$ cat src/md5_pkg.sv
package md5_pkg;

    typedef struct packed {
        logic [7:0] data_byte;
        logic       last_byte;
        logic       no_data;
    } t_md5_in;

    typedef struct packed {
        logic [31:0] digest_word;
        logic [1:0]  word_index;
        logic        last_word;
    } t_md5_out;

    localparam logic [31:0] INIT_A = 32'h67452301;
    localparam logic [31:0] INIT_B = 32'hefcdab89;
    localparam logic [31:0] INIT_C = 32'h98badcfe;
    localparam logic [31:0] INIT_D = 32'h10325476;
    localparam logic [7:0]  PAD_MARK = 8'h80;

    function automatic logic [31:0] round_const(input logic [5:0] i);
        logic [31:0] k;
        case (i)
            6'd0: k = 32'hd76aa478;  6'd1: k = 32'he8c7b756;
            6'd2: k = 32'h242070db;  6'd3: k = 32'hc1bdceee;
            6'd4: k = 32'hf57c0faf;  6'd5: k = 32'h4787c62a;
            6'd6: k = 32'ha8304613;  6'd7: k = 32'hfd469501;
            6'd8: k = 32'h698098d8;  6'd9: k = 32'h8b44f7af;
            6'd10: k = 32'hffff5bb1; 6'd11: k = 32'h895cd7be;
            6'd12: k = 32'h6b901122; 6'd13: k = 32'hfd987193;
            6'd14: k = 32'ha679438e; 6'd15: k = 32'h49b40821;
            6'd16: k = 32'hf61e2562; 6'd17: k = 32'hc040b340;
            6'd18: k = 32'h265e5a51; 6'd19: k = 32'he9b6c7aa;
            6'd20: k = 32'hd62f105d; 6'd21: k = 32'h02441453;
            6'd22: k = 32'hd8a1e681; 6'd23: k = 32'he7d3fbc8;
            6'd24: k = 32'h21e1cde6; 6'd25: k = 32'hc33707d6;
            6'd26: k = 32'hf4d50d87; 6'd27: k = 32'h455a14ed;
            6'd28: k = 32'ha9e3e905; 6'd29: k = 32'hfcefa3f8;
            6'd30: k = 32'h676f02d9; 6'd31: k = 32'h8d2a4c8a;
            6'd32: k = 32'hfffa3942; 6'd33: k = 32'h8771f681;
            6'd34: k = 32'h6d9d6122; 6'd35: k = 32'hfde5380c;
            6'd36: k = 32'ha4beea44; 6'd37: k = 32'h4bdecfa9;
            6'd38: k = 32'hf6bb4b60; 6'd39: k = 32'hbebfbc70;
            6'd40: k = 32'h289b7ec6; 6'd41: k = 32'heaa127fa;
            6'd42: k = 32'hd4ef3085; 6'd43: k = 32'h04881d05;
            6'd44: k = 32'hd9d4d039; 6'd45: k = 32'he6db99e5;
            6'd46: k = 32'h1fa27cf8; 6'd47: k = 32'hc4ac5665;
            6'd48: k = 32'hf4292244; 6'd49: k = 32'h432aff97;
            6'd50: k = 32'hab9423a7; 6'd51: k = 32'hfc93a039;
            6'd52: k = 32'h655b59c3; 6'd53: k = 32'h8f0ccc92;
            6'd54: k = 32'hffeff47d; 6'd55: k = 32'h85845dd1;
            6'd56: k = 32'h6fa87e4f; 6'd57: k = 32'hfe2ce6e0;
            6'd58: k = 32'ha3014314; 6'd59: k = 32'h4e0811a1;
            6'd60: k = 32'hf7537e82; 6'd61: k = 32'hbd3af235;
            6'd62: k = 32'h2ad7d2bb; default: k = 32'heb86d391;
        endcase
        return k;
    endfunction

    function automatic logic [4:0] rot_amount(input logic [5:0] i);
        logic [4:0] s;
        case ({i[5:4], i[1:0]})
            4'd0: s = 5'd7;   4'd1: s = 5'd12;  4'd2: s = 5'd17;  4'd3: s = 5'd22;
            4'd4: s = 5'd5;   4'd5: s = 5'd9;   4'd6: s = 5'd14;  4'd7: s = 5'd20;
            4'd8: s = 5'd4;   4'd9: s = 5'd11;  4'd10: s = 5'd16; 4'd11: s = 5'd23;
            4'd12: s = 5'd6;  4'd13: s = 5'd10; 4'd14: s = 5'd15; default: s = 5'd21;
        endcase
        return s;
    endfunction

    // Message word used by round i.
    function automatic logic [3:0] word_sel(input logic [5:0] i);
        logic [3:0] g;
        case (i[5:4])
            2'd0: g = i[3:0];
            2'd1: g = 4'(5 * i[3:0] + 1);
            2'd2: g = 4'(3 * i[3:0] + 5);
            default: g = 4'(7 * i[3:0]);
        endcase
        return g;
    endfunction

endpackage

$ cat src/md5_round.sv
// One MD5 step: takes the working words and the message word, gives new B.
module md5_step import md5_pkg::*; (
    input  logic [5:0]  i_idx,
    input  logic [31:0] i_a,
    input  logic [31:0] i_b,
    input  logic [31:0] i_c,
    input  logic [31:0] i_d,
    input  logic [31:0] i_w,
    output logic [31:0] o_b
);
    logic [31:0] f;
    logic [31:0] sum;
    logic [4:0]  sh;
    logic [63:0] dbl;

    always_comb begin
        case (i_idx[5:4])
            2'd0: f = (i_b & i_c) | (~i_b & i_d);
            2'd1: f = (i_b & i_d) | (i_c & ~i_d);
            2'd2: f = i_b ^ i_c ^ i_d;
            default: f = i_c ^ (i_b | ~i_d);
        endcase
        sum = i_a + f + i_w + round_const(i_idx);
        sh  = rot_amount(i_idx);
        dbl = {sum, sum} << sh;
        o_b = i_b + dbl[63:32];
    end
endmodule

$ cat src/md5_message_digest.sv
// MD5 digest over a byte stream, one byte per request. The 64th byte of a
// block, or the end of a message, starts the compression, which runs one
// round per cycle out of a 16-word block memory with one registered read port:
// a read lead step, 64 rounds, then the chain update. A message end takes one or two
// padded blocks and then delivers four digest words A to D, one per output
// request, straight from the chain registers. Input is held off while pad
// words are written, a block compresses or the digest drains. Padding rewrites
// the tail of the block in the memory, one word a cycle.
module md5_message_digest import md5_pkg::*; (
    input  logic     i_clk,
    input  logic     i_rst_n,
    input  logic     i_valid,
    output logic     o_ready,
    input  t_md5_in  i_data,
    output logic     o_valid,
    input  logic     i_ready,
    output t_md5_out o_data
);
    localparam logic [2:0] ST_IDLE = 3'd0;
    localparam logic [2:0] ST_PAD  = 3'd1;  // write pad words
    localparam logic [2:0] ST_RUN  = 3'd2;  // rounds
    localparam logic [2:0] ST_ADD  = 3'd3;  // chain update
    localparam logic [2:0] ST_OUT  = 3'd4;

    logic [31:0] mem [16];
    logic [31:0] r_rd;
    logic [2:0]  r_state;
    logic [60:0] r_cnt;
    logic [31:0] r_acc;      // partial word being assembled
    logic [31:0] r_ch [4];
    logic [31:0] r_a, r_b, r_c, r_d;
    logic [6:0]  r_rnd;      // 0 = lead cycle, 1..64 = rounds
    logic        r_fin;      // a message end is in progress
    logic        r_second;   // length-only pad block, or a pad block after full data
    logic [4:0]  r_pw;       // pad word pointer, 16 = done
    logic [5:0]  r_pos;      // position at message end
    logic [63:0] r_bits;
    logic [1:0]  r_oi;
    logic        r_ov;

    logic        take;
    logic        wr_en;
    logic [3:0]  wr_addr;
    logic [31:0] wr_data;
    logic [3:0]  rd_addr;
    logic [5:0]  pos;
    logic [31:0] word_in;
    logic [31:0] new_b;
    logic [5:0]  ridx;

    assign pos     = r_cnt[5:0];
    assign take    = i_valid && o_ready;
    assign o_ready = (r_state == ST_IDLE);
    assign ridx    = 6'(r_rnd - 7'd1);

    md5_step u_round (
        .i_idx(ridx), .i_a(r_a), .i_b(r_b), .i_c(r_c), .i_d(r_d),
        .i_w(r_rd), .o_b(new_b)
    );

    // The byte lands in the assembled word; the word holds bytes below pos.
    always_comb begin
        word_in = (pos[1:0] == 2'd0) ? 32'd0 : r_acc;
        word_in[pos[1:0]*8 +: 8] = i_data.data_byte;
    end

    // Pad word k of the current block.
    function automatic logic [31:0] pad_word(input logic [4:0] k, input logic [5:0] p,
                                             input logic [31:0] acc, input logic second,
                                             input logic [63:0] bits);
        logic [31:0] w;
        w = 32'd0;
        if (!second && k[3:0] == p[5:2]) begin
            w = (p[1:0] == 2'd0) ? 32'd0 : acc;
            w[p[1:0]*8 +: 8] = PAD_MARK;
        end
        if (k[3:0] == 4'd14 && (second || p < 6'd56)) w = bits[31:0];
        if (k[3:0] == 4'd15 && (second || p < 6'd56)) w = bits[63:32];
        return w;
    endfunction

    always_comb begin
        wr_en = 1'b0;
        wr_addr = pos[5:2];
        wr_data = word_in;
        if (r_state == ST_IDLE && take && !i_data.no_data) begin
            wr_en = 1'b1;
        end else if (r_state == ST_PAD) begin
            wr_en = 1'b1;
            wr_addr = r_pw[3:0];
            wr_data = pad_word(r_pw, r_pos, r_acc, r_second, r_bits);
        end
    end

    always_comb begin
        rd_addr = word_sel(6'(r_rnd));
    end

    always_ff @(posedge i_clk) begin
        if (wr_en) mem[wr_addr] <= wr_data;
        r_rd <= mem[rd_addr];
    end

    always_ff @(posedge i_clk) begin
        if (!i_rst_n) begin
            r_state <= ST_IDLE;
            r_cnt <= '0;
            r_ch[0] <= INIT_A; r_ch[1] <= INIT_B; r_ch[2] <= INIT_C; r_ch[3] <= INIT_D;
            r_fin <= 1'b0;
            r_second <= 1'b0;
            r_ov <= 1'b0;
            r_oi <= '0;
            r_rnd <= '0;
            r_pw <= '0;
        end else begin
            unique case (r_state)
                ST_IDLE: if (take) begin
                    if (i_data.no_data) begin
                        r_fin <= 1'b1; r_second <= 1'b0; r_pw <= 5'(pos[5:2]);
                        r_pos <= pos; r_bits <= {r_cnt, 3'b000};
                        r_state <= ST_PAD;
                    end else begin
                        r_acc <= word_in;
                        r_cnt <= r_cnt + 61'd1;
                        if (i_data.last_byte) begin
                            r_fin <= 1'b1;
                            r_pos <= 6'(pos + 6'd1);
                            r_bits <= {61'(r_cnt + 61'd1), 3'b000};
                            if (pos == 6'd63) begin
                                r_second <= 1'b1; // whole pad block after data
                                r_pw <= 5'd0;
                                r_state <= ST_RUN; r_rnd <= '0;
                                r_a <= r_ch[0]; r_b <= r_ch[1]; r_c <= r_ch[2]; r_d <= r_ch[3];
                            end else begin
                                r_second <= 1'b0;
                                r_pw <= 5'(((pos + 6'd1) >> 2));
                                r_state <= ST_PAD;
                            end
                        end else if (pos == 6'd63) begin
                            r_fin <= 1'b0;
                            r_state <= ST_RUN; r_rnd <= '0;
                            r_a <= r_ch[0]; r_b <= r_ch[1]; r_c <= r_ch[2]; r_d <= r_ch[3];
                        end
                    end
                end
                ST_PAD: begin
                    if (r_pw == 5'd15) begin
                        r_state <= ST_RUN; r_rnd <= '0;
                        r_a <= r_ch[0]; r_b <= r_ch[1]; r_c <= r_ch[2]; r_d <= r_ch[3];
                    end
                    r_pw <= r_pw + 5'd1;
                end
                ST_RUN: begin
                    if (r_rnd != 7'd0) begin
                        r_a <= r_d; r_d <= r_c; r_c <= r_b; r_b <= new_b;
                    end
                    if (r_rnd == 7'd64) r_state <= ST_ADD;
                    r_rnd <= r_rnd + 7'd1;
                end
                default: ;
            endcase
            if (r_state == ST_ADD) begin
                r_ch[0] <= r_ch[0] + r_a; r_ch[1] <= r_ch[1] + r_b;
                r_ch[2] <= r_ch[2] + r_c; r_ch[3] <= r_ch[3] + r_d;
                if (!r_fin) begin
                    r_state <= ST_IDLE;
                end else if (r_second && r_pw == 5'd0) begin
                    // A full data block ending a message still needs its pad
                    // block, which starts with the mark at byte zero.
                    r_second <= 1'b0; r_state <= ST_PAD;
                end else if (!r_second && r_pos >= 6'd56) begin
                    // Length does not fit: one more block of zeros and length.
                    r_second <= 1'b1; r_pw <= 5'd0; r_state <= ST_PAD;
                end else begin
                    r_state <= ST_OUT; r_oi <= '0; r_ov <= 1'b1;
                end
            end
            if (r_state == ST_OUT && r_ov && i_ready) begin
                r_oi <= r_oi + 2'd1;
                if (r_oi == 2'd3) begin
                    r_ov <= 1'b0; r_state <= ST_IDLE; r_fin <= 1'b0; r_cnt <= '0;
                    r_ch[0] <= INIT_A; r_ch[1] <= INIT_B;
                    r_ch[2] <= INIT_C; r_ch[3] <= INIT_D;
                end
            end
        end
    end

    assign o_valid = r_ov;
    assign o_data.digest_word = r_ch[r_oi];
    assign o_data.word_index  = r_oi;
    assign o_data.last_word   = (r_oi == 2'd3);
endmodule

$ cat config.mk
export PLATFORM = sky130hd
export DESIGN_NAME = md5_message_digest
export DESIGN_NICKNAME = d
export VERILOG_FILES = /design/src/md5_pkg.sv /design/src/md5_round.sv /design/src/md5_message_digest.sv
export SDC_FILE = /design/constraint.sdc
export NUM_CORES = 2
export LEC_CHECK = 0
export BUFFER_PORTS_ARGS = -buffer_cell sky130_fd_sc_hd__buf_4
export CAP_MARGIN = 20
export CORE_MARGIN = 10
export CORE_UTILIZATION = 58
export DETAILED_ROUTE_END_ITERATION = 6
export PLACE_DENSITY = 0.81
export SYNTH_ARGS = -nofsm -noshare
export SYNTH_HDL_FRONTEND = slang
export SYNTH_HIERARCHICAL = 1
export SYNTH_SLANG_ARGS = --single-unit
$ cat constraint.sdc
create_clock -name i_clk -period 10 [get_ports i_clk]
set_input_delay 0.5 -clock i_clk [delete_from_list [all_inputs] [get_ports i_clk]]
set_output_delay 0.5 -clock i_clk [all_outputs]
set_load 0.02 [all_outputs]
# Word-level counts from Yosys, hierarchy flattened
# Memory sizes are Yosys's and may differ from the RTL's. A register that Yosys moved wholly into a read port is not among the register bits.
# Index checks and enable logic that the tools add are counted.
[word_totals]
ff_bits = 308
ramBits = 640
rom_bits = 2128
in_bits = 14
out_inout_bits = 37
word_cells = 242
memories = 4
[mem_list]
columns = ["name", "depth", "width", "rd", "rd_clocked_by_memory_dff", "write_ports", "line", "text"]
rows = [
  ["(no name shown)", 64, 32, 1, 0, 0, "md5_pkg.sv:23", "case (i)"],
  ["mem", 16, 32, 1, 1, 1, "md5_message_digest.sv:25", "logic [31:0] mem [16];"],
  ["r_ch", 4, 32, 5, 1, 4, "md5_message_digest.sv:30", "logic [31:0] r_ch [4];"],
  ["(no name shown)", 16, 5, 1, 0, 0, "md5_pkg.sv:62", "case ({i[5:4], i[1:0]})"],
]
[op_classes]
n_addsub = 18
n_mul = 3
magnitude_cmp = 2
eq_ne = 22
shifts = 5
n_mux = 123
bitwise = 21
reduce_logical = 29
[op_table]
columns = ["operator", "n"]
rows = [
  ["32-bit two-way mux", 35],
  ["32-bit case mux with 3 select lines", 5],
  ["61-bit two-way mux", 5],
  ["32-bit adder", 8],
  ["32-bit AND", 4],
  ["64-bit two-way mux", 2],
  ["32-bit bitwise OR", 3],
  ["32-bit XOR", 3],
  ["5-bit negation with 34-bit output", 2],
  ["8-bit by 34-bit variable shift with 32-bit output, first input constant", 2],
  ["32-bit bitwise mux", 2],
  ["32-bit NOT", 2],
  ["64-bit by 5-bit left shift with 64-bit output", 1],
  ["61-bit by 1-bit adder with 61-bit output, second input constant", 1],
  ["3-bit two-way mux", 12],
  ["5-bit two-way mux", 7],
  ["1-bit two-way mux", 34],
  ["8-bit by 34-bit indexed part select with 32-bit output", 1],
  ["8-bit by 34-bit indexed part select with 32-bit output, first input constant", 1],
  ["7-bit two-way mux", 4],
  ["7-bit case mux with 3 select lines", 1],
  ["2-bit two-way mux", 8],
  ["4-bit two-way mux", 3],
  ["6-bit two-way mux", 2],
  ["other kinds (40)", 75],
]

# Logic depth before layout (Yosys ltp)
[depth]
ltp_word = 11
ltp_mapped = 46
ltp_nobuf = 43

# By module
# Netlist, hierarchy kept.
[by_module_without_submodules]
columns = ["mod", "instances", "cells_per_inst", "area_per_inst_um2", "seq_area_each_um2"]
rows = [
  ["md5_message_digest", 1, 3789, 46553.4, 27516.4],
  ["md5_step", 1, 1850, 12180.4, 0.0],
]

# Worst setup path before layout
# Ideal clock, no wire load.
[synth_timing]
path_type = "register -> register"
startpoint = "reg r_rnd[0]"
endpoint = "reg r_b[30] (data pin)"
setup_ns = 0.253
arrival_time_ns = 9.006
required_time_ns = 9.747
setup_slack_ns = 0.741
path_stages_with_launch = 43
path_buffers = 3
synth_period_minus_slack_ns = 9.259
path_cell_list = "dfxtp_1 > inv_1 > ha_1 > xor2_1 > clkbuf_1 > inv_1 > clkbuf_1 > clkbuf_1 > ha_1 > a2111oi_0 > nor3_1 > a21oi_1 > fa_1 > inv_1 > ha_1 > inv_1 > fa_1 > nand2b_1 > (+7 left out) > a211oi_1 > a21oi_1 > mux2i_1 > ha_1 > fa_1 > a21o_1 > a21oi_1 > o211a_1 > nand2b_1 > a31oi_1 > a2111oi_0 > o31ai_1 > nor3_1 > o21bai_1 > a21oi_1 > xnor2_1 > nand2_1 > nand2_1"
[synth_between]
elab_cells_between_ends = 14
classes_between = "5 x add/sub; 2 x eq/ne; 1 x shift; 3 x mux; 1 x reduce/logical; 2 x memory"
[synth_rtl]
columns = ["item", "line", "text"]
rows = [
  ["start: declaration", "md5_message_digest.sv:32", "logic [6:0] r_rnd;"],
  ["start signal: assignment", "md5_message_digest.sv:158", "r_rnd <= r_rnd + 7'd1;"],
  ["6-bit by 1-bit subtractor with 6-bit output *", "md5_message_digest.sv:54", "assign ridx = 6'(r_rnd - 7'd1);"],
  ["via ridx[0]", "md5_message_digest.sv:49", "logic [5:0] ridx;"],
  ["memory read 64 x 32 bit", "n/a", ""],
  ["32-bit adder", "md5_round.sv:23", "sum = i_a + f + i_w + round_const(i_idx);"],
  ["64-bit by 5-bit left shift with 64-bit output *", "md5_round.sv:25", "dbl = {sum, sum} << sh;"],
  ["32-bit adder *", "md5_round.sv:26", "o_b = i_b + dbl[63:32];"],
  ["via new_b[30]", "md5_message_digest.sv:48", "logic [31:0] new_b;"],
  ["32-bit two-way mux *", "md5_message_digest.sv:154", "if (r_rnd != 7'd0) begin"],
  ["32-bit case mux with 3 select lines *", "md5_message_digest.sv:116", "unique case (r_state)"],
  ["end signal: assignment", "md5_message_digest.sv:133", "r_a <= r_ch[0]; r_b <= r_ch[1]; r_c <= r_ch[2]; r_d <= r_ch[3];"],
  ["end signal: assignment", "md5_message_digest.sv:149", "r_a <= r_ch[0]; r_b <= r_ch[1]; r_c <= r_ch[2]; r_d <= r_ch[3];"],
  ["end signal: assignment", "md5_message_digest.sv:155", "r_a <= r_d; r_d <= r_c; r_c <= r_b; r_b <= new_b;"],
  ["end: declaration", "md5_message_digest.sv:31", "logic [31:0] r_a, r_b, r_c, r_d;"],
]
# The timed path passes the listed nets; every way through them passes the cells marked *. The select of a mux whose other input is x is not followed.
# A chain may end at the register's enable or synchronous reset.

# Final worst setup path
[layout_timing]
startpoint = "reg r_rnd[1]"
endpoint = "reg r_b[30] (data pin)"
[layout_between]
elab_chain_cells = 10
elab_cells_between_ends = 14
classes_between = "5 x add/sub; 2 x eq/ne; 1 x shift; 3 x mux; 1 x reduce/logical; 2 x memory"
[layout_lines]
columns = ["item", "line", "text"]
rows = [
  ["6-bit by 1-bit subtractor with 6-bit output *", "md5_message_digest.sv:54", ""],
  ["via ridx[5]", "md5_message_digest.sv:49", ""],
  ["2-bit == test, or another cell as far along", "md5_round.sv:17", "case (i_idx[5:4])"],
  ["32-bit case mux with 3 select lines", "md5_round.sv:17", ""],
  ["32-bit adder (3 in a row)", "md5_round.sv:23", ""],
  ["64-bit by 5-bit left shift with 64-bit output *", "md5_round.sv:25", ""],
  ["32-bit adder *", "md5_round.sv:26", ""],
  ["via new_b[30]", "md5_message_digest.sv:48", ""],
  ["32-bit two-way mux *", "md5_message_digest.sv:154", ""],
  ["32-bit case mux with 3 select lines *", "md5_message_digest.sv:116", ""],
]
# Marks and branches as above.

==> results.cfg <==
[placement]
placed_area_um2 = 61300
place_congestion = 1.04
place_ws_ns = 0.0274
dpl.hpwl_um = 126000
portBuffers = 50

[layout]
nNetsFinal = 5966
multi_input_area_um2 = 29500
seqCellArea_um2 = 27500
final_cell_mix = 797 x edfxtp_1, 773 x nand2_1, 434 x a21oi_1
final_area_um2 = 65000
finish.utilization_pct = 64.8
syn2layout_area_growth_pct = 10.7
nFillCells = 7526
final_common_cell = edfxtp_1
drive_gt1_share_pct = 11.8

[clocking]
cts_tree = done
cts_buffer_depth = 3
cts_buffers = 98
cts.sinks = 976
insertion_delay_ns = 0.73
clkSlewWorstSetupHoldPaths_ns = 0.07
ctsHtreeMaxLevel = 3
cts-root-buf = clkbuf_16

[sta]
setup_viol = 0
max_freq_mhz = 106
tightest_slew_ns = 1.22
relSlewSlack_pct = 18.3
period_share_pct = 94.5
finalHoldViolCount = 0
fin_crit_ns = 9.45
maxSlewViolCount = 0
fin_ws_ns = 0.551
fin_worst_skew_ns = 0.0348

[synth]
synthAdderAreaFrac_pct = 7.72
ys_seq_elements = 976
synth_compound_area_share_pct = 15.4
syn-num-nets = 5950
synth_cell_type_count = 98
synthDominantCellAreaShare_pct = 40.7
synth_flop_cell = edfxtp_1
yosysWarnings = 6
synthMuxAreaShare_pct = 8.32
synthXorXnorAreaFrac_pct = 4.50
synthSimpleGateAreaFrac_pct = 13.6
synth_cells = 5639
async_flop_share_pct = 0
synth_top_family_by_area = compound AO/OA/AOI/OAI gates
synth.yosys.seq_area_share_pct = 46.8
syn_area_um2 = 58700
ys_top_cells_by_area = edfxtp_1 41%, mux4_2 6.4%, dfxtp_1 6.1%
syn_area_per_cell_um2 = 10.4
synth_top_area_cell = edfxtp_1
synth_edf_count = 797

[setup_path]
start_kind = flop
crit_arrival_ns = 9.91
slowest_delay_ns = 0.53
crit_type = reg2reg
critical_path_required_ns = 10.46
critical_path_peak_fanout = 36
path_common_cell = nand2_1
cp_slowest_cell = fa_1
crit_path_end_kind = flop

[global_route]
grt_pass1_wl_um = 283000
track_usage_pct = 31.8
grt.overflow.total = 0
grt_pass1_vias = 46116
antenna_found_initial = 2
grt_start_max_net_pins = 129

[routing]
drc = 5
via_count = 47785
ant_nets = 0
routedWlPerCell_um = 26.8
wl_um = 190000
viasPerCell = 6.73
drt-pass1-iter-count = 7
dr.first_iter.drc_count = 6357

[job]
maxCapViolations = 0

[die]
row_count = 116
start_util_pct = 58.6
dieWidth_um = 338
die_height_um = 338
ioPinCount = 51
dieArea_um2 = 114000
coreArea_um2 = 100000

[pwr]
ir_drop_mv = 0.162
p_leak_uw = 0.0241
power_uw = 10300
power_density_nw_per_um2 = 158

[worst_hold_path]
hold_path.class = in2reg

[outcome]
outcome = complete, but fails checks
failed_checks = DRC
## sequential cells by signal, indices dropped and copies added, names as in the netlist, 56 cells and up, named ones only
name    flops
mem       512
r_bits     56
r_ch      128
r_cnt      61
## layout make-up
cell class                      count  area share, %
Antenna cell                        1        0.00385
Inverter                          227           1.31
Clock inverter                     60           1.22
Tap cell                         1357           2.61
Clock buffer                      124           4.00
Sequential cell                   976           42.3
Timing Repair Buffer              239           3.08
Multi-Input combinational cell   4113           45.4
## path summary, 6_finish.rpt
path,from,slack [ns],cells after the start,endpoint
setup / recovery,r_rnd[1]$_SDFFE_PN0P_,0.55,42,r_b[30]$_DFFE_PP_
hold / removal,i_valid,0.1,3,r_pw[3]$_SDFF_PN0_
setup reg to reg,r_rnd[1]$_SDFFE_PN0P_,0.55,42,r_b[30]$_DFFE_PP_
hold reg to reg,r_ch[3][0]$_SDFFE_PP0P_,0.50,2,r_ch[3][0]$_SDFFE_PP0P_
## power by group
| part | internal, uW | switching, uW | leakage [uW] |
|---|---|---|---|
| Clock | 2230 | 1710 | 0.00164 |
| Combinational | 697 | 1150 | 0.0138 |
| Sequential | 4470 | 41.4 | 0.00865 |
## cell families (layout without fill, tap and decap cells)
group                      after synthesis  in the layout
AOI/OAI and AO/OA                     1438           1438
xor gates and xnor gates               302            302
adders and majority gates              327            327
buffers and inverters                  550            650
DFF                                    976            976
muxes                                  276            276
other                                    0              1
and+or+nand+nor                       1770           1770
## routing by layer
layer  track usage [%]  vias up  part of all wire [%]
li1                  -    20891                     -
met1              39.8    22952                    36
met2              51.6     3206                    47
met3              6.36      734                    11
met4              17.2        2                   6.3
met5            0.0850        -                0.0068
## cell usage after synthesis (all sizes together), types with 12 or more instances
library cell / number
a311oi: 15
mux4: 168
or2: 12
o211ai: 44
and4: 12
a22oi: 36
fa: 69
ha: 228
a21boi: 13
o22ai: 16
and2: 39
xnor2: 148
nand2: 777
o21bai: 20
clkbuf: 257
and3: 42
buf: 66
inv: 224
nor3b: 13
o221ai: 37
mux2i: 89
nor2b: 67
o31ai: 26
o21a: 46
nand2b: 55
o21ai: 322
dfxtp: 179
or3: 27
nor3: 97
nand3: 146
a21oi: 439
mux2: 19
a21o: 104
xor2: 154
a31oi: 114
maj3: 30
a211o: 13
nor2: 398
nand4: 53
a2111oi: 17
a211oi: 88
edfxtp: 797
## critical path: cells and delay by family, from the launching register on
kind                       cells  cell delay, ns
AOI/OAI and AO/OA             17            3.76
adders and majority gates      5            1.86
muxes                          2            0.46
xor gates and xnor gates       3            0.49
DFF                            1            0.38
buffers and inverters          6            0.97
and+or+nand+nor                9            1.22
## metrics by stage
stage,TNS (ns),hold slack [ns],std cells
6_report,0,0.0983,7097
5_1_grt,-0.0350,0.112,7096
4_1_cts,0,0.0734,7084
3_3_place_gp,0,0.475,6900
3_5_place_dp,0,0.489,6900
2_1_floorplan,0,0.454,5639
## repair_timing
action,CTS,global route
cloned,0,2
hold endpoints to repair,0,0
pin swaps,0,8
buffers inserted,0,9
hold buffers,0,0
gates resized for setup,1,34
endpoints found under the setup margin,1,13
Note: power is estimated with default switching activity, not from simulation.
